## src/rtl/core/crng_pkg.sv

```systemverilog
package crng_pkg;

	// twister geometry
	localparam logic [9:0] TW_N    = 10'd624;
	localparam logic [9:0] TW_LAST = 10'd623;
	localparam logic [9:0] TW_M    = 10'd397;
	localparam logic [9:0] TW_WRAP = 10'd227;

	localparam logic [31:0] TW_A     = 32'h9908b0df;
	localparam logic [31:0] TW_UP    = 32'h80000000;
	localparam logic [31:0] TW_LO    = 32'h7fffffff;
	localparam logic [31:0] TEMPER_B = 32'h9d2c5680;
	localparam logic [31:0] TEMPER_C = 32'hefc60000;
	localparam logic [31:0] ALL_ONES = 32'hffffffff;

	localparam int unsigned MWC_STREAMS = 16;

	// request codes
	localparam logic ACT_GENERATE = 1'b0;
	localparam logic ACT_LOAD     = 1'b1;

	// load targets
	localparam logic [2:0] TGT_TWISTER  = 3'd0;
	localparam logic [2:0] TGT_STAGGER  = 3'd1;
	localparam logic [2:0] TGT_MWC_ST   = 3'd2;
	localparam logic [2:0] TGT_MWC_MUL  = 3'd3;
	localparam logic [2:0] TGT_SBOX     = 3'd4;
	localparam logic [2:0] TGT_SBOX_PTR = 3'd5;
	localparam logic [2:0] TGT_TW_POS   = 3'd6;

	typedef enum logic [5:0] {
		ST_IDLE,
		ST_LOAD,
		ST_LIM_DIV,
		ST_LIM_WAIT,
		ST_TW_CHK,
		ST_RG_INIT,
		ST_RG_LOAD,
		ST_RG_RD,
		ST_RG_WR,
		ST_TW_RD,
		ST_TW_TMP,
		ST_SG_RD,
		ST_SG_WR,
		ST_SB_P0,
		ST_SB_P1,
		ST_SB_P2,
		ST_SB_P3,
		ST_SB_T,
		ST_SB_W0,
		ST_SB_R1,
		ST_SB_W2,
		ST_SB_R3,
		ST_SB_W1,
		ST_SB_W3,
		ST_SB_RA,
		ST_SB_RB,
		ST_SB_RC,
		ST_SB_RD,
		ST_SB_RE,
		ST_SB_RF,
		ST_SB_RG,
		ST_Q_DIV,
		ST_Q_WAIT,
		ST_DONE
	} crng_state_t;

	// divider request
	typedef struct packed {
		logic        start;
		logic [31:0] dividend;
		logic [31:0] divisor;
	} div_req_t;

	// one twister recurrence step
	function automatic logic [31:0] twist_mix(input logic [31:0] hi, input logic [31:0] lo,
		input logic [31:0] far);
		logic [31:0] y;
		y = (hi & TW_UP) | (lo & TW_LO);
		return far ^ (y >> 1) ^ (y[0] ? TW_A : 32'h0);
	endfunction

	// output tempering
	function automatic logic [31:0] temper(input logic [31:0] w);
		logic [31:0] y;
		y = w;
		y = y ^ (y >> 11);
		y = y ^ ((y << 7) & TEMPER_B);
		y = y ^ ((y << 15) & TEMPER_C);
		y = y ^ (y >> 18);
		return y;
	endfunction

endpackage

```

## src/rtl/core/crng_div.sv

```systemverilog
module crng_div
	import crng_pkg::*;
(
	input  logic        clk,
	input  logic        arst_n,
	input  div_req_t    req,
	output logic        done,
	output logic [31:0] quotient
);

	logic [31:0] rem_q;
	logic [31:0] quo_q;
	logic [31:0] dvs_q;
	logic [5:0]  cnt_q;
	logic        busy_q;
	logic        done_q;
	logic [32:0] shifted;
	logic [32:0] trial;

	// restoring step, one quotient bit a cycle
	assign shifted = {rem_q, quo_q[31]};
	assign trial   = shifted - {1'b0, dvs_q};

	// sequencing
	always_ff @(posedge clk or negedge arst_n) begin
		if (!arst_n) begin
			busy_q <= 1'b0;
			done_q <= 1'b0;
			cnt_q  <= 6'd0;
		end else if (req.start) begin
			busy_q <= 1'b1;
			done_q <= 1'b0;
			cnt_q  <= 6'd32;
		end else if (busy_q) begin
			cnt_q <= cnt_q - 6'd1;
			if (cnt_q == 6'd1) begin
				busy_q <= 1'b0;
				done_q <= 1'b1;
			end
		end else begin
			done_q <= 1'b0;
		end
	end

	// remainder and quotient
	always_ff @(posedge clk) begin
		if (req.start) begin
			rem_q <= 32'd0;
			quo_q <= req.dividend;
			dvs_q <= req.divisor;
		end else if (busy_q) begin
			rem_q <= trial[32] ? shifted[31:0] : trial[31:0];
			quo_q <= {quo_q[30:0], ~trial[32]};
		end
	end

	assign done     = done_q;
	assign quotient = quo_q;

endmodule

```

## config.mk

```make
export PLATFORM = sky130hd
export DESIGN_NAME = crng_div
export DESIGN_NICKNAME = d
export VERILOG_FILES = /design/src/rtl/core/crng_pkg.sv /design/src/rtl/core/crng_div.sv
export SDC_FILE = /design/constraint.sdc
export NUM_CORES = 1
export LEC_CHECK = 0
export BUFFER_PORTS_ARGS = -buffer_cell sky130_fd_sc_hd__buf_2
export CELL_PAD_IN_SITES_DETAIL_PLACEMENT = 1
export CELL_PAD_IN_SITES_GLOBAL_PLACEMENT = 1
export CORE_MARGIN = 2
export CORE_UTILIZATION = 47
export DETAILED_ROUTE_END_ITERATION = 8
export GPL_ROUTABILITY_DRIVEN = 0
export PLACE_DENSITY_LB_ADDON = 0.3
export SETUP_SLACK_MARGIN = 0.4
export SLEW_MARGIN = 0
export SYNTH_ARGS = -nofsm -noshare
export SYNTH_HDL_FRONTEND = slang
export SYNTH_SLANG_ARGS = --single-unit
export TNS_END_PERCENT = 100
```

## constraint.sdc

```tcl
create_clock -name clk -period 6.31 [get_ports clk]
set_clock_uncertainty 0.1 [all_clocks]
set_input_delay 0.3155 -clock clk [delete_from_list [all_inputs] [get_ports clk]]
set_output_delay 0.3155 -clock clk [all_outputs]
set_load 0.1 [all_outputs]
```

Yosys cells after proc, flatten, opt, wreduce, memory -nomap -nowiden
Index checks and enable logic that the tools add are counted.
{"block": "op_classes", "muxes": 11, "n_bitwise": 1, "reduce_logical": 1, "n_eq_ne": 2, "n_addsub": 2}
{"op": "2-to-1 mux 32 bit", "count": 3}
{"op": "subtractor 33 x 32 -> 33 bit", "count": 1}
{"op": "2-to-1 mux 6 bit", "count": 2}
{"op": "equality test 6 x 1 -> 1 bit (second input constant)", "count": 1}
{"op": "2-to-1 mux 1 bit", "count": 6}
{"op": "subtractor 6 x 1 -> 6 bit (second input constant)", "count": 1}
{"op": "inequality test 3 x 2 -> 1 bit (second input constant)", "count": 1}
{"op": "nonzero test 2 bit", "count": 1}
{"op": "NOT 1 bit", "count": 1}
{"block": "totals", "elab_cells": 23, "regBits": 104, "input_bits": 67, "out_inout_bits": 33}

Longest topological paths before layout
Gate-level depths: netlist of the first run.
{"block": "depth", "word_depth": 4, "ltp_mapped": 13, "depth_no_buf": 11}

Worst setup path after synthesis of the first run
No wires, ideal clock.
{"block": "synth_path", "path_kind": "reg2reg", "startpoint": "register quo_q[31], in the netlist quotient[31]", "endpoint": "register rem_q[30]", "path_buffers": 2, "path_stages_with_launch": 14, "t_arrival_ns": 3.414, "path_slack_ns": 2.705, "t_required_ns": 6.119, "cell_sequence": "edfxtp_1 -> inv_1 -> ha_1 -> fa_1 -> nand2b_1 -> a21o_1 -> a311o_1 -> a21oi_2 -> o31ai_4 -> xnor2_1 -> buf_2 -> buf_4 -> nand2_1 -> a311oi_1"}
{"block": "synth_via", "elab_chain_len": 2}
{"element": "start: declaration", "line": "crng_div.sv:12", "source": "logic [31:0] quo_q;"}
{"element": "start signal: assignment", "line": "crng_div.sv:49", "source": "quo_q <= req.dividend;"}
{"element": "start signal: assignment", "line": "crng_div.sv:53", "source": "quo_q <= {quo_q[30:0], ~trial[32]};"}
{"element": "subtractor 33 x 32 -> 33 bit", "line": "crng_div.sv:22", "source": "assign trial = shifted - {1'b0, dvs_q};"}
{"element": "2-to-1 mux 32 bit", "line": "crng_div.sv:52", "source": "rem_q <= trial[32] ? shifted[31:0] : trial[31:0];"}
{"element": "end signal: assignment", "line": "crng_div.sv:52"}
{"element": "end: declaration", "line": "crng_div.sv:11", "source": "logic [31:0] rem_q;"}
No other way between the ends.
A chain may end at the register's enable or synchronous reset.

Worst setup path after layout of the first run
{"block": "layout_path", "startpoint": "register quo_q[31], in the netlist quotient[31]", "endpoint": "register rem_q[15]"}
The elaborated chain is that of the path after synthesis.

==> flow_metrics.py, run 1 <==
metrics = {
    "outcome": {
        "status": "completed",
    },
    "critical_path": {
        "critPathRequiredTime_ns": 6.44,
        "crit_chain": "inv_1 -> ha_1 -> fa_1 -> nand2b_1 -> a21o_1 -> a311o_1 -> a21oi_2 -> o31ai_4 -> xnor2_2 -> buf_4 -> nor4b_1 -> a2111oi_0",
        "crit_arrival_ns": 3.87,
        "cp_max_fo": 20,
        "max_stage_delay_ns": 0.65,
        "crit_path_end_kind": "flip-flop",
        "cp-start-kind": "flip-flop",
        "r2r_cells": 12,
        "slowest_stage": "xnor2_2",
        "r2r_slack_ns": 2.57,
        "r2r-start": "quotient[31]",
        "crit_family": "compound AO/OA/AOI/OAI gates",
        "critPathBufInv": 2,
        "reg2reg_to": "rem_q[15]",
        "critical_path_class": "reg -> reg",
    },
    "timing": {
        "max_freq_mhz": 267.2,
        "hold_ws_ns": 0.02452,
        "finalSetupTns_ns": 0,
        "max_slew_margin_pct": 45.55,
        "worst_slew_pin_slew_ns": 0.8128,
        "finalCritPeriodShare_pct": 59.31,
        "min_period_ns": 3.742,
        "timing_hold_violations_final": 0,
        "slew_viol_final": 0,
        "grt_setup_unrepaired": "false",
        "setup_viol": 0,
    },
    "run": {
        "maxCapViolations": 0,
    },
    "logic_synthesis": {
        "synth_top_area_share_pct": 31.87,
        "yosys.cell_types.count": 62,
        "synth_area_mm2": 0.006031,
        "netlist_top_cells_area": "edfxtp_1 (32%), dfxtp_1 (11%), ha_1 (7.1%)",
        "synth_area_per_cell_um2": 9.838,
        "ys_warn_count": 0,
        "synth_flop_cell": "edfxtp_1",
        "synth-seq-cells": 104,
        "async_reset_ff_share_pct": 7.692,
        "syn-num-nets": 715,
        "ys_seq_area_share_pct": 45.81,
        "synth_most_common_cell": "nand2_1",
        "synth_cells": 613,
        "synth_enable_flop_cells": 64,
        "synth_common_cells": "nand2_1 (67), edfxtp_1 (64), nor2_1 (54), inv_1 (47), ha_1 (34)",
        "yosysTopAreaCell": "edfxtp_1",
    },
    "die": {
        "start_util_pct": 47.98,
        "die_h_um": 117.3,
        "io_pins": 100,
        "coreArea_mm2": 0.01257,
        "die_area_mm2": 0.01375,
        "die_w_um": 117.3,
        "rows": 41,
    },
    "power": {
        "power.density_mw_per_mm2": 423.8,
        "p_leak_uw": 0.002972,
        "p_comb_share_pct": 47.4,
        "internal-power_uw": 1649,
        "clockPowerShare_pct": 19.0,
        "pwr-share-seq_pct": 33.6,
        "design_power_total_uw": 2957,
        "ir_drop_uv": 231.3,
        "power_switching_share_pct": 44.22,
        "switching_power_uw": 1308,
    },
    "detailed_routing": {
        "drt_pass1_iterations": 5,
        "vias_per_cell": 5.677,
        "finalWirelength_mm": 15.41,
        "ant_nets": 0,
        "wl_per_cell_um": 17.54,
        "drc_errors": 0,
        "first_iter_violations": 236,
        "vias": 4990,
    },
    "clock_network": {
        "post_cts_resized": 0,
        "clk_pin_slew_worst_paths_ns": 0.08,
        "clk_latency_ns": 0.36,
        "ctsRootBufferMaster": "clkbuf_16",
        "post_cts_buffers": 0,
        "htreeDepth": 3,
        "cts.path.max_buffers": 2,
        "ctsHoldBuffers": 1,
        "clock_sinks": 104,
        "cts_made_buffers": 9,
        "cts_tree": "done",
    },
    "worst_hold_path": {
        "holdPathEnd": "dvs_q[27]",
        "holdPathStages": 1,
        "holdCritStartpoint": "req[27]",
        "worstHoldPathType": "in -> reg",
    },
    "global_routing": {
        "grt_pass1_wl_mm": 25.34,
        "grt-ovfl-total": 0,
        "grt_max_degree": 54,
        "grt_pass1_vias": 5314,
        "antenna_found_initial": 0,
        "grt.total_usage_pct": 23.66,
    },
    "cells_and_area": {
        "drive_above_1_share_pct": 22.49,
        "fin_nets": 804,
        "diodes": 0,
        "syn2layout_area_growth_pct": 15.68,
    },
    "placement": {
        "port_buffers": 99,
        "dp_hpwl_mm": 11.16,
    },
}
logic make-up (layout without fill, tap and decap cells):
| family | count (synthesis) | in the layout | synth area share, % |
|---|---|---|---|
| simple gates | 196 | 196 | 15.39 |
| compound gates | 148 | 148 | 17.07 |
| flops | 104 | 104 | 45.81 |
| buf+inv | 74 | 168 | 4.751 |
| fa+ha+maj | 35 | 35 | 7.386 |
| mux | 33 | 33 | 6.120 |
| xor+xnor | 23 | 23 | 3.465 |
per-layer routing:
layer / global-route usage (%) / up-vias / part of all wire (%) / routed length [um]
met5: 0 / - / 0 / 0
met1: 28.27 / 2466 / 43 / 6643
li1: - / 2419 / - / -
met4: 6.039 / 0 / 1.2 / 191
met3: 6.179 / 15 / 4.6 / 716
met2: 42.30 / 90 / 51 / 7862
flip-flops by register name (all words and copies together), names as in the netlist:
name      count
busy_q        1
rem_q        32
cnt_q         6
done          1
dvs_q        32
quotient     32
worst reg2reg max path, stage by stage (launching register included):
cell and delay, ns:
edfxtp_1 0.35, inv_1 0.06, ha_1 0.23, fa_1 0.38, nand2b_1 0.19, a21o_1 0.21, a311o_1 0.32, a21oi_2 0.20
o31ai_4 0.12, xnor2_2 0.65, buf_4 0.39, nor4b_1 0.10, a2111oi_0 0.30
stage by stage:
step	worst slack (ns)	util [%]	cells	cell area [um^2]
final	2.568	55.51	879	6977
after global routing	2.228	55.51	879	6977
after CTS	2.523	55.51	879	6977
after detailed placement	2.468	53.12	862	6676
after global placement	2.799	53.12	862	6676
after floorplan	2.705	-	613	6031
placed cells by master, fill, tap and decap left out, drive strengths merged, types with 3 or more instances in the layout:
| cell type | n |
|---|---|
| dfxtp | 32 |
| a211oi | 7 |
| clkinv | 3 |
| o31ai | 3 |
| nor3b | 3 |
| buf | 103 |
| nand2 | 67 |
| ha | 34 |
| nor4b | 3 |
| o22ai | 3 |
| inv | 50 |
| a311oi | 22 |
| xor2 | 9 |
| nor2 | 54 |
| nand4 | 3 |
| and3 | 6 |
| clkbuf | 10 |
| dfrtp | 8 |
| a21oi | 33 |
| nand2b | 10 |
| nor3 | 8 |
| o21ai | 28 |
| a21o | 10 |
| or3 | 7 |
| and4 | 5 |
| o211ai | 6 |
| a31oi | 12 |
| edfxtp | 64 |
| and2 | 4 |
| mux2 | 31 |
| xnor2 | 14 |
| nand3 | 16 |
power by group through the flow:
stage          sequential [uW]  combinational [uW]  clock [uW]
6_report                   994                1400         562
5_1_grt                   1010                1550         597
4_1_cts                    995                1400         575
3_5_place_dp              1010                1390           0
3_3_place_gp               994                1330           0
2_1_floorplan             1200                 885           0
worst max-delay path by stage:
stage | start | endpoint | slack, ns | cells after the start
floorplan | quotient[31] | rem_q[30] | 2.71 | 13
global placement | quotient[31] | rem_q[15] | 2.80 | 12
detailed placement | quotient[31] | rem_q[15] | 2.47 | 12
CTS | quotient[31] | rem_q[15] | 2.52 | 12
global route | quotient[31] | rem_q[15] | 2.23 | 12
finish | quotient[31] | rem_q[15] | 2.57 | 12
cell type report:
| class | count | area (um^2) |
|---|---|---|
| Tap cell | 172 | 215.2 |
| Multi-Input combinational cell | 435 | 2989 |
| Clock buffer | 10 | 239.0 |
| Timing Repair Buffer | 104 | 538.0 |
| Sequential cell | 104 | 2764 |
| Fill cell | 1439 | 5592 |
| Inverter | 48 | 180.2 |
| Clock inverter | 6 | 51.30 |
(Power assumes the default switching activity.)
==> run 2, diff against run 1 <==
- ABC_AREA: default -> 1
- CORE_UTILIZATION: 47 -> 37
- clock period: 6.31 -> 3.07 ns (I/O delays scaled with it)
==> run 2 against run 1 <==
  * Clock power rose by 130%
  * Combinational power down 24%
  * Critical path type unchanged
  * Critical path depth stayed put
  * Wire length is 50% higher
  * Design area grew 27%
  * Cell count grew 64%
  * Worst hold slack better by 0.013 ns
  * Register-to-register slack got worse by 2.1 ns
  * Highest routed layer unchanged
  * Worst setup slack worse by 2.1 ns
  * Total power is 36% higher
  * Non-clock buffer count rose by 65
  * Sequential share of layout area shrank 8.5 points
==> flow_metrics.py, run 2 <==
metrics = {
    "die": {
        "rows": 50,
        "coreArea_mm2": 0.01858,
        "die_area_mm2": 0.01991,
        "io_pins": 100,
        "die_h_um": 141.1,
        "die_w_um": 141.1,
        "start_util_pct": 37.43,
    },
    "global_routing": {
        "grt_max_degree": 61,
        "grt_pass1_vias": 7118,
        "grt-ovfl-total": 0,
        "grt.total_usage_pct": 22.31,
        "grt_pass1_wl_mm": 35.48,
        "antenna_found_initial": 0,
    },
    "power": {
        "pwr-share-seq_pct": 42.1,
        "switching_power_uw": 1540,
        "clockPowerShare_pct": 31.6,
        "p_leak_uw": 0.004842,
        "internal-power_uw": 2485,
        "power_switching_share_pct": 38.26,
        "p_comb_share_pct": 26.4,
        "ir_drop_uv": 361.7,
        "power.density_mw_per_mm2": 453.8,
    },
    "cells_and_area": {
        "num-fill-cells": 2398,
        "drive_above_1_share_pct": 13.40,
        "layout_commonest_cell": "nand2_1",
        "stdcell_count": 1443,
        "syn2layout_area_growth_pct": 27.51,
        "mostFrequentLayoutCells": "nand2_1 (462), inv_1 (210), buf_2 (99)",
        "diodes": 0,
        "fin_nets": 1306,
    },
    "logic_synthesis": {
        "netlist_top_cells_area": "edfxtp_1 (28%), nand2_1 (25%), inv_1 (11%)",
        "yosysTopAreaCell": "edfxtp_1",
        "synth_common_cells": "nand2_1 (464), inv_1 (211), edfxtp_1 (64), nand3_1 (59), nor2_1 (44)",
        "ys_seq_area_share_pct": 39.72,
        "synth_top_area_share_pct": 27.63,
        "synth_flop_cell": "edfxtp_1",
        "synth_area_mm2": 0.006955,
        "synth_area_per_cell_um2": 6.714,
        "async_reset_ff_share_pct": 7.692,
        "synth-seq-cells": 104,
        "synth_enable_flop_cells": 64,
        "yosys.cell_types.count": 37,
        "synth_cells": 1036,
        "syn-num-nets": 1138,
        "synth_most_common_cell": "nand2_1",
        "ys_warn_count": 0,
    },
    "worst_hold_path": {
        "worstHoldPathType": "in -> async",
    },
    "clock_network": {
        "cts_tree": "done",
        "htreeDepth": 3,
        "cts.path.max_buffers": 2,
        "clock_sinks": 104,
        "ctsRootBufferMaster": "clkbuf_16",
        "cts_made_buffers": 9,
        "post_cts_buffers": 0,
        "clk_latency_ns": 0.37,
        "clk_pin_slew_worst_paths_ns": 0.10,
    },
    "critical_path": {
        "crit_top_cell": "nand2_1",
        "max_stage_delay_ns": 0.38,
        "crit_chain": "inv_1 -> ha_1 -> nand2_2 -> inv_2 -> nand2_1 -> nand2_1 -> inv_1 -> nand2_1 -> a21oi_4 -> nand3_4 -> nand2_8 -> o21ai_1",
        "crit_arrival_ns": 2.59,
        "cp_max_fo": 5,
        "cp-start-kind": "flip-flop",
        "critical_path_class": "reg -> reg",
        "critPathRequiredTime_ns": 3.06,
        "slowest_stage": "ha_1",
        "crit_path_end_kind": "flip-flop",
    },
    "detailed_routing": {
        "wl_per_cell_um": 16.02,
        "ant_nets": 0,
        "drt_pass1_iterations": 4,
        "first_iter_violations": 267,
        "drc_errors": 0,
        "finalWirelength_mm": 23.12,
        "vias": 6907,
        "vias_per_cell": 4.787,
    },
    "run": {
        "maxCapViolations": 0,
    },
    "placement": {
        "dp_hpwl_mm": 14.74,
        "placed_cells": 1357,
        "port_buffers": 99,
    },
    "timing": {
        "grt_setup_unrepaired": "false",
        "finalCritPeriodShare_pct": 84.53,
        "setup_viol": 0,
        "slew_viol_final": 0,
        "finalSetupTns_ns": 0,
        "max_freq_mhz": 385.4,
        "worst_slew_pin_slew_ns": 0.7079,
        "max_slew_margin_pct": 52.80,
        "timing_hold_violations_final": 0,
        "min_period_ns": 2.595,
    },
    "outcome": {
        "status": "completed",
    },
}
## run 2: changes by cell type after synthesis, sizes merged, moves of 18 or more
| cell | change |
|---|---|
| o21ai | -18 |
| a311oi | -22 |
| mux2 | -31 |
| nand3 | +44 |
| nand2 | +410 |
| inv | +168 |
## run 2: final timing paths
path                       startpoint           to  slack, ns  cells after the start
max                         dvs_q[22]  quotient[0]       0.47                     12
min                            arst_n     cnt_q[1]       0.04                      2
max reg2reg                 dvs_q[22]  quotient[0]       0.47                     12
min reg2reg                  rem_q[1]     rem_q[1]       0.38                      2
max in group asynchronous      arst_n     cnt_q[3]       2.64                      2
min in group clk              req[32]  quotient[0]       0.04                      3
## run 2: final cells by class
type / instances / area [um^2] / share of cell area, %
timing repair buffer: 169 / 1181 / 13.32
multi-input combinational: 704 / 3502 / 39.49
tap: 234 / 292.8 / 3.301
sequential: 104 / 2763 / 31.15
clock buffer: 9 / 225.2 / 2.540
inverter: 216 / 810.8 / 9.142
clock inverter: 7 / 93.84 / 1.058
## run 2: kinds of logic after synthesis
| family | after synthesis | share of synthesized area, % |
|---|---|---|
| buffers and inverters | 234 | 13.40 |
| adders and majority gates | 35 | 6.404 |
| DFF | 104 | 39.72 |
| and+or+nand+nor | 612 | 35.91 |
| xor gates and xnor gates | 15 | 1.889 |
| AOI/OAI and AO/OA | 36 | 2.680 |
## run 2: power by group through the flow
stage          registers, uW  logic, uW  clock network [uW]
2_1_floorplan           2100        359                   0
3_3_place_gp            1710        968                   0
3_5_place_dp            1710        984                   0
4_1_cts                 1690       1050                1300
5_1_grt                 1700       1150                1340
6_report                1690       1060                1270
## run 2: metrics by stage
stage | cell area, um^2 | util [%] | power, uW | hold WS (ns) | worst slack, ns
6_report | 8869 | 47.73 | 4025 | 0.03772 | 0.4750
2_1_floorplan | 6973 | - | 2456 | -0.2421 | 0.1089
3_5_place_dp | 7690 | 41.39 | 2696 | -0.08935 | 0.3708
3_3_place_gp | 7690 | 41.39 | 2677 | -0.09173 | 0.5029
5_1_grt | 8869 | 47.73 | 4197 | 0.05506 | 0.3824
4_1_cts | 8658 | 46.60 | 4039 | 0.03918 | 0.4206
## run 2: timing repair
action / in CTS / in global routing
endpoints found under the setup margin: 2 / 30
hold endpoints to repair: 71 / 0
pin swaps: 0 / 3
cloned: 0 / 6
hold buffers: 64 / 0
gates resized for setup: 1 / 21
## run 2: critical path: cells and delay by family (launching register included)
family | cells | cell delay [ns]
and+or+nand+nor | 6 | 0.93
AOI/OAI and AO/OA | 2 | 0.40
adders and majority gates | 1 | 0.38
DFF | 1 | 0.34
buffers and inverters | 3 | 0.15
## run 2: routing by layer
| layer | global-route usage [%] | wire [um] | vias to the layer above |
|---|---|---|---|
| met4 | 6.158 | 547 | 0 |
| met1 | 26.75 | 10170 | 3273 |
| met2 | 40.42 | 11430 | 138 |
| met3 | 4.620 | 962 | 34 |
| li1 | - | - | 3462 |
| met5 | 0 | 0 | - |
==> run 3, diff against run 2 <==
- clock period: 3.07 -> 2.2 ns (I/O delays scaled with it)
==> run 3 against run 2 <==
  * The run now ends with setup timing left
  * Largest cell class unchanged
  * Maximum frequency decreased by 0.94%
  * First-iteration DRC count increased by 31%
  * Critical endpoint is now rem_q[0]
  * Critical path type unchanged
  * Cell count increased by 6.9%
==> flow_metrics.py, run 3 (same netlist as run 2, synthesis figures left out) <==
metrics = {
    "outcome": {
        "status": "finished with violations",
        "failed_checks": "setup timing",
    },
    "critical_path": {
        "crit_family": "simple AND/OR/NAND/NOR gates",
        "crit_arrival_ns": 2.79,
        "critical_path_class": "reg -> reg",
        "critPathRequiredTime_ns": 2.37,
        "critPathBufInv": 3,
        "crit_chain": "inv_2 -> ha_4 -> fa_2 -> inv_2 -> nand2_2 -> nand2_2 -> nand3_2 -> nand2_2 -> nand2_2 -> nand2_4 -> nand2_4 -> nand2_4 -> nand2_4 -> nand2_8 -> clkbuf_16 -> nand2_1 -> nand3_1 -> nand2_1",
        "cp-start-kind": "flip-flop",
        "cp_max_fo": 8,
        "max_stage_delay_ns": 0.43,
        "crit_path_end_kind": "flip-flop",
        "slowest_stage": "edfxtp_1",
    },
    "cells_and_area": {
        "fin_nets": 1406,
        "layout_commonest_cell": "nand2_1",
        "drive_above_1_share_pct": 23.61,
        "mostFrequentLayoutCells": "nand2_1 (432), inv_1 (208), buf_2 (99)",
        "diodes": 0,
        "syn2layout_area_growth_pct": 41.90,
        "final_core_utilization_pct": 53.12,
    },
    "detailed_routing": {
        "drc_errors": 0,
        "vias_per_cell": 4.834,
        "finalWirelength_mm": 25.49,
        "ant_nets": 0,
        "wl_per_cell_um": 16.52,
        "drt_pass1_iterations": 4,
        "first_iter_violations": 349,
        "vias": 7459,
    },
    "clock_network": {
        "clk_latency_ns": 0.38,
        "cts.path.max_buffers": 2,
        "cts_made_buffers": 9,
        "clk_pin_slew_worst_paths_ns": 0.09,
        "ctsRootBufferMaster": "clkbuf_16",
        "clock_sinks": 104,
        "htreeDepth": 3,
        "cts_tree": "done",
    },
    "timing": {
        "worst_slew_pin_slew_ns": 0.5167,
        "max_slew_margin_pct": 65.24,
        "max_freq_mhz": 381.7,
        "finalCritPeriodShare_pct": 119.1,
        "min_period_ns": 2.620,
        "grt_setup_unrepaired": "true",
        "timing_hold_violations_final": 0,
        "slew_viol_final": 0,
        "setup_viol": 33,
        "worst_slack_ns": -0.4197,
    },
    "die": {
        "die_w_um": 141.1,
        "start_util_pct": 37.43,
        "io_pins": 100,
        "coreArea_mm2": 0.01858,
        "die_h_um": 141.1,
        "die_area_mm2": 0.01991,
        "rows": 50,
    },
    "global_routing": {
        "grt_pass1_vias": 8060,
        "grt_pass1_wl_mm": 39.46,
        "antenna_found_initial": 0,
        "grt.total_usage_pct": 24.99,
        "grt_max_degree": 61,
        "grt-ovfl-total": 0,
    },
    "placement": {
        "dp_slack_ns": -0.1958,
        "port_buffers": 99,
        "dp_hpwl_mm": 16.86,
    },
    "power": {
        "design_power_total_uw": 5835,
        "power.density_mw_per_mm2": 591.2,
        "ir_drop_uv": 628.6,
        "p_leak_uw": 0.005432,
    },
    "run": {
        "maxCapViolations": 0,
    },
    "worst_hold_path": {
        "worstHoldPathType": "in -> async",
    },
}
==> run 3: stage by stage <==
| step | TNS [ns] | cell area (um^2) | instances | hold WS, ns |
|---|---|---|---|---|
| after floorplan | -22.91 | 6973 | 1036 | -0.2856 |
| after global placement | -1.167 | 8473 | 1453 | -0.1354 |
| after detailed placement | -4.937 | 8473 | 1453 | -0.1338 |
| after CTS | -3.777 | 9632 | 1539 | 0.007762 |
| after global routing | -12.89 | 9869 | 1543 | 0.02760 |
| final | -10.72 | 9869 | 1543 | 0.009421 |
==> run 3: power breakdown <==
| part | switching (uW) | leakage, uW | internal, uW | total, uW |
|---|---|---|---|---|
| Combinational | 1200 | 0.00426 | 540 | 1740 |
| Clock | 902 | 0.000154 | 826 | 1730 |
| Sequential | 114 | 0.00102 | 2250 | 2360 |
==> run 3: worst reg2reg max path, delay by kind of cell, from the launching register on <==
kind,cells,cell delay (ns)
fa+ha+maj,2,0.53
simple gates,13,1.11
buf+inv,3,0.36
flops,1,0.43
==> run 3: per-layer routing <==
metal	wire, um	share of wire [%]	up-vias	global-route usage [%]
met2	13070	51	184	45.58
li1	-	-	3660	-
met5	0	0	-	0
met4	675	2.6	0	9.053
met3	1133	4.4	45	4.789
met1	10620	42	3570	29.07
==> run 3: cell type report <==
class                      count  area, um^2
tap                          234       292.8
fill                        2361        8711
sequential                   104        2763
timing repair buffer         275        2128
clock buffer                   9       225.2
clock inverter                 7       93.84
inverter                     216       810.8
multi-input combinational    698        3556
==> run 3: what timing repair did <==
| item | CTS | global route |
|---|---|---|
| setup buffers | 4 | 2 |
| setup endpoints to repair | 33 | 33 |
| pin swaps | 12 | 11 |
| hold buffers | 65 | 0 |
| endpoints found under the hold margin | 72 | 0 |
| cloned | 1 | 2 |
| gates resized for setup | 33 | 42 |
==> run 3: path summary, 6_finish.rpt <==
kind	startpoint	end	slack, ns	depth (start not counted)
min in group clk	req[64]	dvs_q[29]	0.09	1
max in group asynchronous	arst_n	cnt_q[4]	1.81	2
hold reg to reg	rem_q[11]	rem_q[11]	0.38	2
setup reg to reg	quotient[31]	rem_q[0]	-0.42	18
setup / recovery	quotient[31]	rem_q[0]	-0.42	18
hold / removal	arst_n	cnt_q[2]	0.009	2
